## src/flagged_offset_field_packer_defines.svh

```systemverilog
// assertion macros shared by the packer modules
`ifndef FLAGGED_OFFSET_FIELD_PACKER_DEFINES_SVH
`define FLAGGED_OFFSET_FIELD_PACKER_DEFINES_SVH

// condition must hold in the same cycle as the trigger
`define FOP_ASSERT_SAME(lbl, trig, cond, msg) \
    lbl: assert property (@(posedge i_clk) disable iff (!i_rst_n) (trig) |-> (cond)) \
        else $error(msg);

// condition must hold in the cycle after the trigger
`define FOP_ASSERT_NEXT(lbl, trig, cond, msg) \
    lbl: assert property (@(posedge i_clk) disable iff (!i_rst_n) (trig) |=> (cond)) \
        else $error(msg);

`endif

```

## src/fop_pkg.sv

```systemverilog
`default_nettype none

package fop_pkg;

    // default sizes
    localparam int DEF_VALUE_BITS = 64;
    localparam int DEF_COUNT_BITS = 32;
    localparam int DEF_JOB_DEPTH  = 4;
    localparam int DEF_RES_DEPTH  = 2;

    // fixed register and header widths
    localparam int FW_BITS       = 7;
    localparam int ELEM_BITS     = 32;
    localparam int WBYTE_BITS    = 8;
    localparam int HDR_BITS      = ELEM_BITS + WBYTE_BITS;
    localparam int CFG_DATA_BITS = 32;
    localparam int BYTE_BITS     = 8;

    // configuration register indexes
    typedef enum logic [0:0] {
        CFG_FIELD_WIDTH   = 1'b0,
        CFG_ELEMENT_COUNT = 1'b1
    } t_cfg_reg;

    // classification of one accepted value
    typedef struct packed {
        logic               hdr;
        logic               flag;
        logic               too_wide;
        logic               last;
        logic [FW_BITS-1:0] w;
    } t_job_ctl;

    // one result word
    typedef struct packed {
        logic [BYTE_BITS-1:0] out_byte;
        logic                 byte_valid;
        logic                 item_done;
        logic                 stream_done;
        logic                 too_wide;
    } t_result;

endpackage

`default_nettype wire

```

## src/fop_fifo.sv

```systemverilog
`default_nettype none
`include "flagged_offset_field_packer_defines.svh"

module fop_fifo #(
    parameter int WIDTH = 8,
    parameter int DEPTH = 2
) (
    input  wire logic             i_clk,
    input  wire logic             i_rst_n,
    input  wire logic             i_push,
    input  wire logic [WIDTH-1:0] i_wdata,
    output logic                  o_full,
    input  wire logic             i_pop,
    output logic [WIDTH-1:0]      o_rdata,
    output logic                  o_empty
);
    localparam int AW = (DEPTH > 1) ? $clog2(DEPTH) : 1;
    localparam int CW = AW + 1;

    logic [WIDTH-1:0] r_mem [DEPTH];
    logic [AW-1:0]    r_wr, n_wr;
    logic [AW-1:0]    r_rd, n_rd;
    logic [CW-1:0]    r_count, n_count;
    logic             do_push, do_pop;

    // handshake
    assign o_full  = (r_count == CW'(DEPTH));
    assign o_empty = (r_count == '0);
    assign do_push = i_push && !o_full;
    assign do_pop  = i_pop && !o_empty;
    assign o_rdata = r_mem[r_rd];

    // pointer and fill update
    always_comb begin
        n_wr    = r_wr;
        n_rd    = r_rd;
        n_count = r_count;
        if (do_push) begin
            n_wr = (r_wr == AW'(DEPTH - 1)) ? '0 : r_wr + AW'(1);
        end
        if (do_pop) begin
            n_rd = (r_rd == AW'(DEPTH - 1)) ? '0 : r_rd + AW'(1);
        end
        if (do_push && !do_pop) begin
            n_count = r_count + CW'(1);
        end else if (do_pop && !do_push) begin
            n_count = r_count - CW'(1);
        end
    end

    always_ff @(posedge i_clk) begin
        if (!i_rst_n) begin
            r_wr    <= '0;
            r_rd    <= '0;
            r_count <= '0;
        end else begin
            r_wr    <= n_wr;
            r_rd    <= n_rd;
            r_count <= n_count;
        end
    end

    // storage
    always_ff @(posedge i_clk) begin
        if (do_push) begin
            r_mem[r_wr] <= i_wdata;
        end
    end

    // checks
    `FOP_ASSERT_SAME(a_count_bound, 1'b1, r_count <= CW'(DEPTH), "fifo fill above depth")
    `FOP_ASSERT_NEXT(a_count_inc, do_push && !do_pop, r_count == $past(r_count) + CW'(1),
        "fifo fill did not grow on push")

endmodule

`default_nettype wire

```

## src/fop_front.sv

```systemverilog
`default_nettype none
`include "flagged_offset_field_packer_defines.svh"

module fop_front #(
    parameter int VALUE_BITS = fop_pkg::DEF_VALUE_BITS,
    parameter int COUNT_BITS = fop_pkg::DEF_COUNT_BITS
) (
    input  wire logic                               i_clk,
    input  wire logic                               i_rst_n,
    input  wire logic                               i_cfg_wr_en,
    input  wire fop_pkg::t_cfg_reg                  i_cfg_index,
    input  wire logic [fop_pkg::CFG_DATA_BITS-1:0]  i_cfg_wdata,
    input  wire logic                               i_push,
    input  wire logic [VALUE_BITS-1:0]              i_value,
    input  wire logic                               i_job_full,
    output logic                                    o_job_push,
    output fop_pkg::t_job_ctl                       o_job_ctl,
    output logic [COUNT_BITS-1:0]                   o_job_count,
    output logic [VALUE_BITS-1:0]                   o_job_field
);
    import fop_pkg::*;

    logic [FW_BITS-1:0]    r_field_width;
    logic [ELEM_BITS-1:0]  r_element_count;
    logic [ELEM_BITS-1:0]  r_seen, n_seen;
    logic                  r_hdr_sent, n_hdr_sent;

    logic [FW_BITS-1:0]    w_cap;
    logic [VALUE_BITS-1:0] diff;
    logic                  flag;
    logic [ELEM_BITS-1:0]  seen_inc;
    logic                  last;

    // configuration registers
    always_ff @(posedge i_clk) begin
        if (!i_rst_n) begin
            r_field_width   <= '0;
            r_element_count <= ELEM_BITS'(1);
        end else if (i_cfg_wr_en) begin
            unique case (i_cfg_index)
                CFG_FIELD_WIDTH:   r_field_width   <= i_cfg_wdata[FW_BITS-1:0];
                CFG_ELEMENT_COUNT: r_element_count <= i_cfg_wdata[ELEM_BITS-1:0];
                default:           r_field_width   <= r_field_width;
            endcase
        end
    end

    // classify the value: flag, truncation and msb-aligned field
    assign w_cap    = (r_field_width > FW_BITS'(VALUE_BITS)) ? FW_BITS'(VALUE_BITS)
                                                             : r_field_width;
    assign diff     = i_value - VALUE_BITS'(2);
    assign flag     = i_value > VALUE_BITS'(1);
    assign seen_inc = r_seen + ELEM_BITS'(1);
    assign last     = (seen_inc == r_element_count);

    assign o_job_push       = i_push && !i_job_full;
    assign o_job_ctl.hdr      = !r_hdr_sent;
    assign o_job_ctl.flag     = flag;
    assign o_job_ctl.too_wide = flag && ((diff >> w_cap) != '0);
    assign o_job_ctl.last     = last;
    assign o_job_ctl.w        = w_cap;
    assign o_job_count      = r_element_count[COUNT_BITS-1:0];
    assign o_job_field      = flag ? (diff << (FW_BITS'(VALUE_BITS) - w_cap)) : '0;

    // stream position
    always_comb begin
        n_seen     = r_seen;
        n_hdr_sent = r_hdr_sent;
        if (o_job_push) begin
            if (last) begin
                n_seen     = '0;
                n_hdr_sent = 1'b0;
            end else begin
                n_seen     = seen_inc;
                n_hdr_sent = 1'b1;
            end
        end
    end

    always_ff @(posedge i_clk) begin
        if (!i_rst_n) begin
            r_seen     <= '0;
            r_hdr_sent <= 1'b0;
        end else begin
            r_seen     <= n_seen;
            r_hdr_sent <= n_hdr_sent;
        end
    end

    // checks
    `FOP_ASSERT_NEXT(a_stream_restart, o_job_push && last, (r_seen == '0) && !r_hdr_sent,
        "stream end did not rewind position")

endmodule

`default_nettype wire

```

## src/fop_back.sv

```systemverilog
`default_nettype none
`include "flagged_offset_field_packer_defines.svh"

module fop_back #(
    parameter int VALUE_BITS = fop_pkg::DEF_VALUE_BITS,
    parameter int COUNT_BITS = fop_pkg::DEF_COUNT_BITS
) (
    input  wire logic                  i_clk,
    input  wire logic                  i_rst_n,
    input  wire logic                  i_job_empty,
    input  wire fop_pkg::t_job_ctl     i_job_ctl,
    input  wire logic [COUNT_BITS-1:0] i_job_count,
    input  wire logic [VALUE_BITS-1:0] i_job_field,
    output logic                       o_job_pop,
    input  wire logic                  i_res_full,
    output logic                       o_res_push,
    output fop_pkg::t_result           o_result
);
    import fop_pkg::*;

    localparam int SRC_W = HDR_BITS + 1 + VALUE_BITS;
    localparam int LEN_W = $clog2(SRC_W + 1);

    logic                 r_busy, n_busy;
    logic [SRC_W-1:0]     r_src, n_src;
    logic [LEN_W-1:0]     r_len, n_len;
    logic                 r_last, n_last;
    logic                 r_too_wide, n_too_wide;
    logic [FW_BITS-1:0]   r_hbits, n_hbits;
    logic [2:0]           r_hcnt, n_hcnt;

    logic [SRC_W-1:0]     load_src;
    logic [LEN_W-1:0]     load_len;
    logic [BYTE_BITS-1:0] top8, next8, out_cat;
    logic [3:0]           need;
    logic                 long_step, long_done;
    logic [SRC_W-1:0]     src_sh;
    logic [LEN_W-1:0]     rem;
    logic [FW_BITS-1:0]   merge_long, merge_short;

    // job load: left-aligned bit string with its length
    always_comb begin
        if (i_job_ctl.hdr) begin
            load_src = {ELEM_BITS'(i_job_count), WBYTE_BITS'(i_job_ctl.w), i_job_ctl.flag,
                        i_job_field};
            load_len = LEN_W'(HDR_BITS + 1);
        end else begin
            load_src = {i_job_ctl.flag, i_job_field, HDR_BITS'(0)};
            load_len = LEN_W'(1);
        end
        if (i_job_ctl.flag) begin
            load_len = load_len + LEN_W'(i_job_ctl.w);
        end
    end

    // byte assembly from held bits and the head of the bit string
    assign top8       = r_src[SRC_W-1 -: BYTE_BITS];
    assign need       = 4'(BYTE_BITS) - {1'b0, r_hcnt};
    assign long_step  = (r_len >= LEN_W'(need));
    assign out_cat    = BYTE_BITS'((16'(r_hbits) << need) | (16'(top8) >> r_hcnt));
    assign src_sh     = r_src << need;
    assign rem        = r_len - LEN_W'(need);
    assign next8      = src_sh[SRC_W-1 -: BYTE_BITS];
    assign long_done  = (rem < LEN_W'(BYTE_BITS)) && !(r_last && (rem != '0));
    assign merge_long = FW_BITS'(16'(next8) >> (4'(BYTE_BITS) - {1'b0, rem[2:0]}));
    assign merge_short = FW_BITS'((16'(r_hbits) << r_len[2:0])
                                  | (16'(top8) >> (4'(BYTE_BITS) - {1'b0, r_len[2:0]})));

    // handshakes
    assign o_job_pop  = !r_busy && !i_job_empty;
    assign o_res_push = r_busy && !i_res_full;

    // result word
    always_comb begin
        o_result.too_wide = r_too_wide;
        if (long_step) begin
            o_result.out_byte    = out_cat;
            o_result.byte_valid  = 1'b1;
            o_result.item_done   = long_done;
            o_result.stream_done = long_done && r_last;
        end else if (r_last) begin
            o_result.out_byte    = out_cat;
            o_result.byte_valid  = 1'b1;
            o_result.item_done   = 1'b1;
            o_result.stream_done = 1'b1;
        end else begin
            o_result.out_byte    = '0;
            o_result.byte_valid  = 1'b0;
            o_result.item_done   = 1'b1;
            o_result.stream_done = 1'b0;
        end
    end

    // emitter state
    always_comb begin
        n_busy     = r_busy;
        n_src      = r_src;
        n_len      = r_len;
        n_last     = r_last;
        n_too_wide = r_too_wide;
        n_hbits    = r_hbits;
        n_hcnt     = r_hcnt;
        if (o_job_pop) begin
            n_busy     = 1'b1;
            n_src      = load_src;
            n_len      = load_len;
            n_last     = i_job_ctl.last;
            n_too_wide = i_job_ctl.too_wide;
        end else if (o_res_push) begin
            if (long_step) begin
                n_src = src_sh;
                n_len = rem;
                if (long_done) begin
                    n_busy  = 1'b0;
                    n_hbits = merge_long;
                    n_hcnt  = rem[2:0];
                end else begin
                    n_hbits = '0;
                    n_hcnt  = '0;
                end
            end else begin
                n_busy = 1'b0;
                if (r_last) begin
                    n_hbits = '0;
                    n_hcnt  = '0;
                end else begin
                    n_hbits = merge_short;
                    n_hcnt  = r_hcnt + r_len[2:0];
                end
            end
        end
    end

    always_ff @(posedge i_clk) begin
        if (!i_rst_n) begin
            r_busy  <= 1'b0;
            r_hbits <= '0;
            r_hcnt  <= '0;
        end else begin
            r_busy  <= n_busy;
            r_hbits <= n_hbits;
            r_hcnt  <= n_hcnt;
        end
    end

    always_ff @(posedge i_clk) begin
        r_src      <= n_src;
        r_len      <= n_len;
        r_last     <= n_last;
        r_too_wide <= n_too_wide;
    end

    // checks
    `FOP_ASSERT_NEXT(a_stream_flush, o_res_push && o_result.stream_done,
        (r_hcnt == '0) && (r_hbits == '0), "held bits left after stream end")
    `FOP_ASSERT_NEXT(a_item_release, o_res_push && o_result.item_done, !r_busy,
        "emitter still busy after last word of item")
    `FOP_ASSERT_SAME(a_status_only, o_res_push && !o_result.byte_valid,
        o_result.item_done && !r_last, "status word outside a short item")

endmodule

`default_nettype wire

```

## src/flagged_offset_field_packer.sv

```systemverilog
// with the emitter idle, an accepted value is queued, loaded into the emitter, and its
//   first word then pushed to the result queue; the emitter holds one value at a time;
//   one byte leaves per cycle while the result queue has room, up to 14 bytes when a
//   header opens a stream; the job queue between classifier and emitter lets input keep flowing
// reset: synchronous active-low; clears stream position, held bits, queues, and sets
//   field_width 0 and element_count 1
`default_nettype none

module flagged_offset_field_packer #(
    parameter int VALUE_BITS = fop_pkg::DEF_VALUE_BITS,
    parameter int COUNT_BITS = fop_pkg::DEF_COUNT_BITS,
    parameter int JOB_DEPTH  = fop_pkg::DEF_JOB_DEPTH,
    parameter int RES_DEPTH  = fop_pkg::DEF_RES_DEPTH
) (
    input  wire logic                               i_clk,
    input  wire logic                               i_rst_n,
    input  wire logic                               i_cfg_wr_en,
    input  wire fop_pkg::t_cfg_reg                  i_cfg_index,
    input  wire logic [fop_pkg::CFG_DATA_BITS-1:0]  i_cfg_wdata,
    input  wire logic                               push,
    output logic                                    full,
    input  wire logic [VALUE_BITS-1:0]              i_value,
    output logic                                    empty,
    input  wire logic                               pop,
    output logic [fop_pkg::BYTE_BITS-1:0]           o_out_byte,
    output logic                                    o_byte_valid,
    output logic                                    o_item_done,
    output logic                                    o_stream_done,
    output logic                                    o_value_too_wide
);
    import fop_pkg::*;

    localparam int CTL_W = $bits(t_job_ctl);
    localparam int JOB_W = CTL_W + COUNT_BITS + VALUE_BITS;
    localparam int RES_W = $bits(t_result);

    logic                  job_push, job_full, job_pop, job_empty;
    t_job_ctl              fe_ctl, be_ctl;
    logic [COUNT_BITS-1:0] fe_count, be_count;
    logic [VALUE_BITS-1:0] fe_field, be_field;
    logic [JOB_W-1:0]      job_wdata, job_rdata;
    logic                  res_push, res_full;
    t_result               be_result, res_head;
    logic [RES_W-1:0]      res_rdata;

    // classifier and stream position
    fop_front #(
        .VALUE_BITS(VALUE_BITS),
        .COUNT_BITS(COUNT_BITS)
    ) u_front (
        .i_clk       (i_clk),
        .i_rst_n     (i_rst_n),
        .i_cfg_wr_en (i_cfg_wr_en),
        .i_cfg_index (i_cfg_index),
        .i_cfg_wdata (i_cfg_wdata),
        .i_push      (push),
        .i_value     (i_value),
        .i_job_full  (job_full),
        .o_job_push  (job_push),
        .o_job_ctl   (fe_ctl),
        .o_job_count (fe_count),
        .o_job_field (fe_field)
    );

    assign full      = job_full;
    assign job_wdata = {fe_ctl, fe_count, fe_field};

    // job queue between classifier and emitter
    fop_fifo #(
        .WIDTH(JOB_W),
        .DEPTH(JOB_DEPTH)
    ) u_job_q (
        .i_clk   (i_clk),
        .i_rst_n (i_rst_n),
        .i_push  (job_push),
        .i_wdata (job_wdata),
        .o_full  (job_full),
        .i_pop   (job_pop),
        .o_rdata (job_rdata),
        .o_empty (job_empty)
    );

    assign be_ctl   = t_job_ctl'(job_rdata[JOB_W-1 -: CTL_W]);
    assign be_count = job_rdata[VALUE_BITS +: COUNT_BITS];
    assign be_field = job_rdata[VALUE_BITS-1:0];

    // byte emitter
    fop_back #(
        .VALUE_BITS(VALUE_BITS),
        .COUNT_BITS(COUNT_BITS)
    ) u_back (
        .i_clk       (i_clk),
        .i_rst_n     (i_rst_n),
        .i_job_empty (job_empty),
        .i_job_ctl   (be_ctl),
        .i_job_count (be_count),
        .i_job_field (be_field),
        .o_job_pop   (job_pop),
        .i_res_full  (res_full),
        .o_res_push  (res_push),
        .o_result    (be_result)
    );

    // result queue toward the consumer
    fop_fifo #(
        .WIDTH(RES_W),
        .DEPTH(RES_DEPTH)
    ) u_res_q (
        .i_clk   (i_clk),
        .i_rst_n (i_rst_n),
        .i_push  (res_push),
        .i_wdata (be_result),
        .o_full  (res_full),
        .i_pop   (pop),
        .o_rdata (res_rdata),
        .o_empty (empty)
    );

    assign res_head         = t_result'(res_rdata);
    assign o_out_byte       = res_head.out_byte;
    assign o_byte_valid     = res_head.byte_valid;
    assign o_item_done      = res_head.item_done;
    assign o_stream_done    = res_head.stream_done;
    assign o_value_too_wide = res_head.too_wide;

endmodule

`default_nettype wire
```

## config.mk

```make
export PLATFORM = sky130hd
export DESIGN_NAME = flagged_offset_field_packer
export DESIGN_NICKNAME = d
export VERILOG_FILES = /design/src/fop_pkg.sv /design/src/fop_fifo.sv /design/src/fop_front.sv /design/src/fop_back.sv /design/src/flagged_offset_field_packer.sv
export VERILOG_INCLUDE_DIRS = /design/src /design/src/src
export SDC_FILE = /design/constraint.sdc
export NUM_CORES = 2
export LEC_CHECK = 0
export BUFFER_PORTS_ARGS = -buffer_cell sky130_fd_sc_hd__buf_2
export CAP_MARGIN = 0
export CORE_ASPECT_RATIO = 1.4
export CORE_MARGIN = 8
export CORE_UTILIZATION = 57
export DETAILED_ROUTE_END_ITERATION = 7
export PLACE_DENSITY = 0.77
export SLEW_MARGIN = 30
export SYNTH_ARGS = -nofsm -noshare
export SYNTH_HDL_FRONTEND = slang
export SYNTH_SLANG_ARGS = --single-unit
```

## constraint.sdc

```tcl
create_clock -name i_clk -period 13.3 [get_ports i_clk]
set_input_delay 1.995 -clock i_clk [delete_from_list [all_inputs] [get_ports i_clk]]
set_output_delay 1.995 -clock i_clk [all_outputs]
set_load 0.005 [all_outputs]
```

Word level (Yosys, flattened, before mapping)
Memories as Yosys holds them, arrays and structs flattened. A register that Yosys moved wholly into a read port is not among the register bits.
Cells that the tools add are included.
- add/sub/neg operators: 17
- magnitude comparators: 4
- equal/unequal tests: 6
- shift operators: 8
- mux-type cells: 41
- bitwise logic cells: 4
- reductions and logical operators: 39
- operator list (cell ; number):
    two-way mux 105 bit ; 4
    << shifter 105 x 4 -> 105 bit ; 1
    greater-than comparator 64 x 1 -> 1 bit (second input constant) ; 1
    two-way mux 64 bit ; 1
    nonzero test 64 bit ; 1
    << shifter 64 x 7 -> 64 bit ; 1
    >> shifter 64 x 7 -> 64 bit ; 1
    subtractor 64 x 2 -> 64 bit (second input constant) ; 1
    two-way mux 7 bit ; 8
    adder 32 x 1 -> 32 bit (second input constant) ; 1
    == test 32 bit ; 1
    two-way mux 32 bit ; 1
    two-way mux 11 bit ; 2
    >> shifter 8 x 4 -> 7 bit ; 2
    logical AND 1 bit ; 15
    two-way mux 3 bit ; 5
    two-way mux 1 bit ; 13
    two-way mux 2 bit ; 6
    subtractor 4 x 3 -> 4 bit (first input constant) ; 3
    zero test 1 bit ; 11
    AND reduction 2 bit ; 5
    OR 8 bit ; 1
    nonzero test 2 bit ; 4
    << shifter 7 x 4 -> 8 bit ; 1
    other kinds (23) ; 29
- register bits after elaboration: 208
- RAM bits: 452
- input port bits: 102
- output and inout port bits: 14
- word-level logic and storage cells: 138
- memories kept: 2
- memory list (memory ; words ; bits a word ; rd ports ; clocked after Yosys merged registers in ; wr ports ; line ; text):
    u_job_q.r_mem ; 4 ; 107 ; 1 ; 1 ; 1 ; fop_fifo.sv:20 ; logic [WIDTH-1:0] r_mem [DEPTH];
    u_res_q.r_mem ; 2 ; 12 ; 1 ; 1 ; 1 ; fop_fifo.sv:20 ;

Logic depth before layout (Yosys ltp)
- word-level depth: 10
- depth in mapped cells: 23
- mapped depth without buffers: 16

By module
From an unflattened synthesis, not the netlist that was laid out.
- cells, all modules: 3769
- area total of the unflattened synthesis: 41074.4 µm²
- modules (own cells, without submodules) (module ; times used ; cells an instance ; area an instance (µm²) ; seq. area each (µm²)):
    fop_fifo at u_job_q ; 1 ; 610 ; 15894.0 ; 13032.5
    fop_back ; 1 ; 1343 ; 12288.0 ; 3643.5
    fop_front ; 1 ; 1754 ; 11797.6 ; 1441.4
    fop_fifo at u_res_q ; 1 ; 62 ; 1094.8 ; 820.8

Worst setup path before layout
No wires, ideal clock.
- kind: flip-flop to flip-flop
- from: register u_back.r_hcnt[0]
- to: register u_back.r_len[0], enable pin
- setup time: 0.737 ns
- arrival time: 12.150 ns
- data required time: 12.563 ns
- setup slack: 0.412 ns
- cell stages (with the launch flop): 19
- buffers on the path: 8
- period minus slack after synthesis: 12.888 ns
- cell sequence: dfxtp_1 clkbuf_1 clkbuf_1 inv_1 clkbuf_1 buf_1 ha_1 clkbuf_1 buf_1 clkbuf_1 buf_1 inv_1 ha_1 nor2b_1 o21ai_0 nand2b_1 a211o_1 nor4_1 o21ai_0
- word-level cells in the longest chain between the ends: 4
- ends and longest elaborated chain (what ; line ; text):
    from (decl) ; fop_back.sv:30 ; logic [2:0] r_hcnt, n_hcnt;
    from (signal assigned) ; fop_back.sv:142 ; r_hcnt <= n_hcnt;
    subtractor 4 x 3 -> 4 bit ; fop_back.sv:58 ; assign need = 4'(BYTE_BITS) - {1'b0, r_hcnt};
    >= comparator 7 x 4 -> 1 bit ; fop_back.sv:59 ; assign long_step = (r_len >= LEN_W'(need));
    nonzero test 2 bit (no source line) ; -- ;
    AND reduction 2 bit (no source line) ; -- ;
    to (signal assigned) ; fop_back.sv:148 ; r_len <= n_len;
    to (decl) ; fop_back.sv:26 ; logic [LEN_W-1:0] r_len, n_len;
Every way passes these cells.
A chain may end at the register's enable or synchronous reset.

Worst setup path in the final report
- from: register u_front.r_field_width[6]
- to: memory u_job_q.r_mem[2][36] (netlist bit), data pin
- word-level cells in the longest chain between the ends: 5
- ends and longest elaborated chain (what ; line ; text):
    from (decl) ; fop_front.sv:23 ; logic [FW_BITS-1:0] r_field_width;
    from (signal assigned) ; fop_front.sv:41 ; CFG_FIELD_WIDTH: r_field_width <= i_cfg_wdata[FW_BITS-1:0];
    from (signal assigned) ; fop_front.sv:43 ; default: r_field_width <= r_field_width;
    greater-than comparator 7 bit ; fop_front.sv:49 ; assign w_cap = (r_field_width > FW_BITS'(VALUE_BITS)) ? FW_BITS'(VALUE_BITS)
    two-way mux 7 bit (*) ; fop_front.sv:49 ;
    subtractor 7 bit (*) ; fop_front.sv:63 ; assign o_job_field = flag ? (diff << (FW_BITS'(VALUE_BITS) - w_cap)) : '0;
    << shifter 64 x 7 -> 64 bit (*) ; fop_front.sv:63 ;
    two-way mux 64 bit (*) ; fop_front.sv:63 ;
    net fe_field[36] ; flagged_offset_field_packer.sv:40 ; logic [VALUE_BITS-1:0] fe_field, be_field;
    to (decl) ; fop_fifo.sv:20 ;
Mark *: on every way through the listed nets, which the timed path passes. The rest lies on a longest branch.

==> reports/qor.yml <==
outcome:
  outcome: "finished clean"
power_and_ir_drop:
  p_seq_share_pct: 33.4
  power.leakage_nw: 15.05
  power_switching_share_pct: 41.69
  internal_portion_of_total_power_mw: 5.801
  total_power_mw: 9.949
  comb_power_share_pct: 48.3
  power-per-cell-area_nw_per_um2: 227.8
  p_clk_share_pct: 18.4
  ir_worst_vdd_mv: 0.2463
  p_sw_mw: 4.148
placement:
  place.detailed.hpwl_um: 83370
  placedCellCount: 4531
  pre_cts_ws_ps: 6529
  place_area_um2: 41560
  place.port_buffers: 115
  gpl_wtd_cong: 1.040
synth:
  synth_enable_flop_cells: 566
  yosys_warnings: 0
  synth.yosys.seq_area_share_pct: 46.87
  synthFlopType: "sky130_fd_sc_hd__edfxtp_1"
  post_synthesis_cells: 3722
  synthesis.nets: 3848
  synthesis.area_um2: 40410
  postSynthRegisterBits: 663
  avgSynthCellArea_um2: 10.86
  async_flop_share_pct: 0
  synth_cell_type_count: 87
setup_path:
  worstSetupPathType: "reg -> reg"
  wp_data_required_ps: 13600
  r2r.worst_path.cells: 13
  cp-start-kind: "flop"
  worst_ep_arrival_time_ps: 6920
  kind_of_end_point_of_the_critical_path: "flop"
  critPathMaxFanout: 69
  rrSetupSlack_ps: 6680
  r2r-end: "u_job_q.r_mem[2][36]"
  r2r-start: "u_front.r_field_width[6]"
hold_path:
  min-delay-start: "u_front.r_hdr_sent"
  min_delay_path_depth: 2
  whs_endpoint: "u_front.r_hdr_sent"
  hp-class: "reg -> reg"
floorplan:
  core-area_um2: 70220
  die_area_um2: 79790
  floorplan.io_pins: 116
  initial_core_util_pct: 57.55
  fp.dieH_um: 331.0
  chipWidth_um: 241.0
  row_count: 115
cells_and_area:
  final_design_area_no_fill_um2: 43660
  post_route_cells_drive_above_1_share_pct: 15.47
  mostFrequentLayoutCell: "sky130_fd_sc_hd__edfxtp_1"
  numnets_final: 3781
  layoutNonFillerInstCount: 4641
  layout.filler_cells: 5509
  multi_input_area_um2: 20310
  layout.area.seq_um2: 18950
  syn_to_final_growth_pct: 8.060
  final_cell_mix: "sky130_fd_sc_hd__edfxtp_1 (566), sky130_fd_sc_hd__nand2_1 (486), sky130_fd_sc_hd__mux2i_1 (240)"
detailed_routing:
  dr_total_vias: 31713
  first_iter_violations: 3724
  detail_route.wl_per_cell_um: 25.55
  detailed_router_iteration_count_before_antenna_repair: 6
  ant_nets: 0
  drt_wl_total_um: 118600
  route.detailed.drc: 0
  vias_per_cell: 6.833
timing:
  fin_crit_ps: 6624
  worstMarginPinSlew_ps: 1079
  clock_skew_ps: 57.85
  setup_viol: 0
  maxSlewHeadroom_pct: 27.38
  layout_worst_path_cycle_share_pct: 49.81
  setup_repair_after_global_routing_missed_its_margin: "false"
  final_critical_path_setup_slack_ps: 6676
  maxSlewViolCount: 0
  final_hold_viol_count: 0
  setup-tns-final_ps: 0
  fmax_mhz: 151.0
clocking:
  clock-root-buffer: "sky130_fd_sc_hd__clkbuf_16"
  cts_max_level: 2
  cts_inserted_buffers: 58
  ctsLongestPathBuffers: 3
  post_cts_resize_count: 0
  clock_insertion_delay_worst_skew_ps: 680
  tritoncts_clock_tree: "built"
  clk_pin_slew_worst_paths_ps: 60
  setup_bufs_post_cts: 0
  clock-sinks: 663
  cts-hold-fix-buffers: 0
global_route:
  globalRouteTotalUtil_pct: 29.30
  first_global_vias: 30200
  gr-total-overflow: 0
  grt_start_max_net_pins: 96
  grt_pass1_wl_um: 180400
  number_of_antenna_violations_at_the_first_check_in_global_routing: 0
run:
  maxCapViolCount: 0
==> layout make-up <==
class                      instances  area share, %
timing repair buffer             167          2.249
sequential                       663          43.40
tap                              936          2.682
inverter                          42         0.3639
clock inverter                    33          1.120
antenna                            1       0.005731
multi-input combinational       2723          46.52
clock buffer                      76          3.662
==> through the flow <==
stage | hold slack, ps | utilization (%)
4_1_cts | 482.6 | 62.17
6_report | 481.1 | 62.18
3_5_place_dp | 474.1 | 59.19
2_1_floorplan | 421.5 | -
5_1_grt | 533.9 | 62.18
3_3_place_gp | 454.7 | 59.16
==> synth_stat cells, types with 43 or more instances <==
cell	instances	share of area, %
sky130_fd_sc_hd__a211oi_1	54	1.0
sky130_fd_sc_hd__a21boi_0	66	1.2
sky130_fd_sc_hd__a21oi_1	165	2.0
sky130_fd_sc_hd__and2_1	47	0.73
sky130_fd_sc_hd__buf_1	69	0.64
sky130_fd_sc_hd__clkbuf_1	212	2.0
sky130_fd_sc_hd__dfxtp_1	97	4.8
sky130_fd_sc_hd__edfxtp_1	566	42
sky130_fd_sc_hd__mux2_2	52	1.4
sky130_fd_sc_hd__mux2i_1	241	6.0
sky130_fd_sc_hd__mux4_2	202	11
sky130_fd_sc_hd__nand2_1	487	4.5
sky130_fd_sc_hd__nand3_1	229	2.8
sky130_fd_sc_hd__nor2_1	200	1.9
sky130_fd_sc_hd__nor2b_1	44	0.68
sky130_fd_sc_hd__nor3_1	77	0.95
sky130_fd_sc_hd__o21ai_0	230	2.8
sky130_fd_sc_hd__xnor2_1	84	1.8
sky130_fd_sc_hd__xor2_1	43	0.93
==> registers in the layout, summed over array words and instances (netlist names), 7 cells and up, named ones only <==
register               cells
u_job_q.r_mem            428
u_back.r_src             105
u_front.o_job_count       32
u_front.r_seen            32
u_res_q.r_mem             24
u_back.r_hbits             7
u_back.r_len               7
u_front.r_field_width      7
==> power groups by stage <==
| stage | Combinational (mW) | Clock (mW) | Sequential, mW |
|---|---|---|---|
| 2_1_floorplan | 3.48 | 0 | 3.23 |
| 3_3_place_gp | 4.62 | 0 | 3.32 |
| 3_5_place_dp | 4.67 | 0 | 3.34 |
| 4_1_cts | 4.71 | 1.84 | 3.31 |
| 5_1_grt | 5.15 | 1.91 | 3.36 |
| 6_report | 4.80 | 1.83 | 3.32 |
==> cells by family after synthesis <==
kind of cell    count (synthesis)  synth area share, %
simple gates                 1300                15.51
compound gates                777                12.20
flops                         663                46.87
mux                           495                18.68
buf+inv                       336                3.192
xor+xnor                      127                2.753
fa+ha+maj                      24               0.7989
==> worst max-delay path by stage <==
stage / startpoint / cells after the start / endpoint / slack [ps]
2_1_floorplan: u_back.r_hcnt[0] / 18 / u_back.r_len[0] / 410
3_3_place_gp: i_value[4] / 12 / u_job_q.r_mem[0][104] / 6580
3_5_place_dp: i_value[27] / 12 / u_job_q.r_mem[0][104] / 6530
4_1_cts: u_front.r_field_width[6] / 12 / u_job_q.r_mem[0][56] / 7080
5_1_grt: u_front.r_field_width[6] / 13 / u_job_q.r_mem[0][36] / 6420
6_report: u_front.r_field_width[6] / 13 / u_job_q.r_mem[2][36] / 6680
==> critical path, stage by stage, from the launching register on <==
cell and delay (ps):
sky130_fd_sc_hd__dfxtp_1 480, sky130_fd_sc_hd__nor2b_4 710, sky130_fd_sc_hd__clkinv_2 850, sky130_fd_sc_hd__buf_4 610, sky130_fd_sc_hd__ha_1 400, sky130_fd_sc_hd__buf_4 240, sky130_fd_sc_hd__inv_2 80, sky130_fd_sc_hd__buf_4 600
sky130_fd_sc_hd__mux2i_1 640, sky130_fd_sc_hd__mux2i_1 220, sky130_fd_sc_hd__nor2_1 140, sky130_fd_sc_hd__a21oi_1 70, sky130_fd_sc_hd__a211o_1 330, sky130_fd_sc_hd__a21oi_1 730
==> layer usage <==
layer / GRT usage (%) / vias up / wire length (µm) / share of wire (%)
met1: 35.18 / 15372 / 42400 / 36
met4: 18.89 / 0 / 8991 / 7.6
li1: - / 14097 / - / -
met3: 3.959 / 383 / 9250 / 7.8
met2: 49.29 / 1861 / 57920 / 49
met5: 0 / - / 0 / 0
Power figures use the tool's default switching activity.
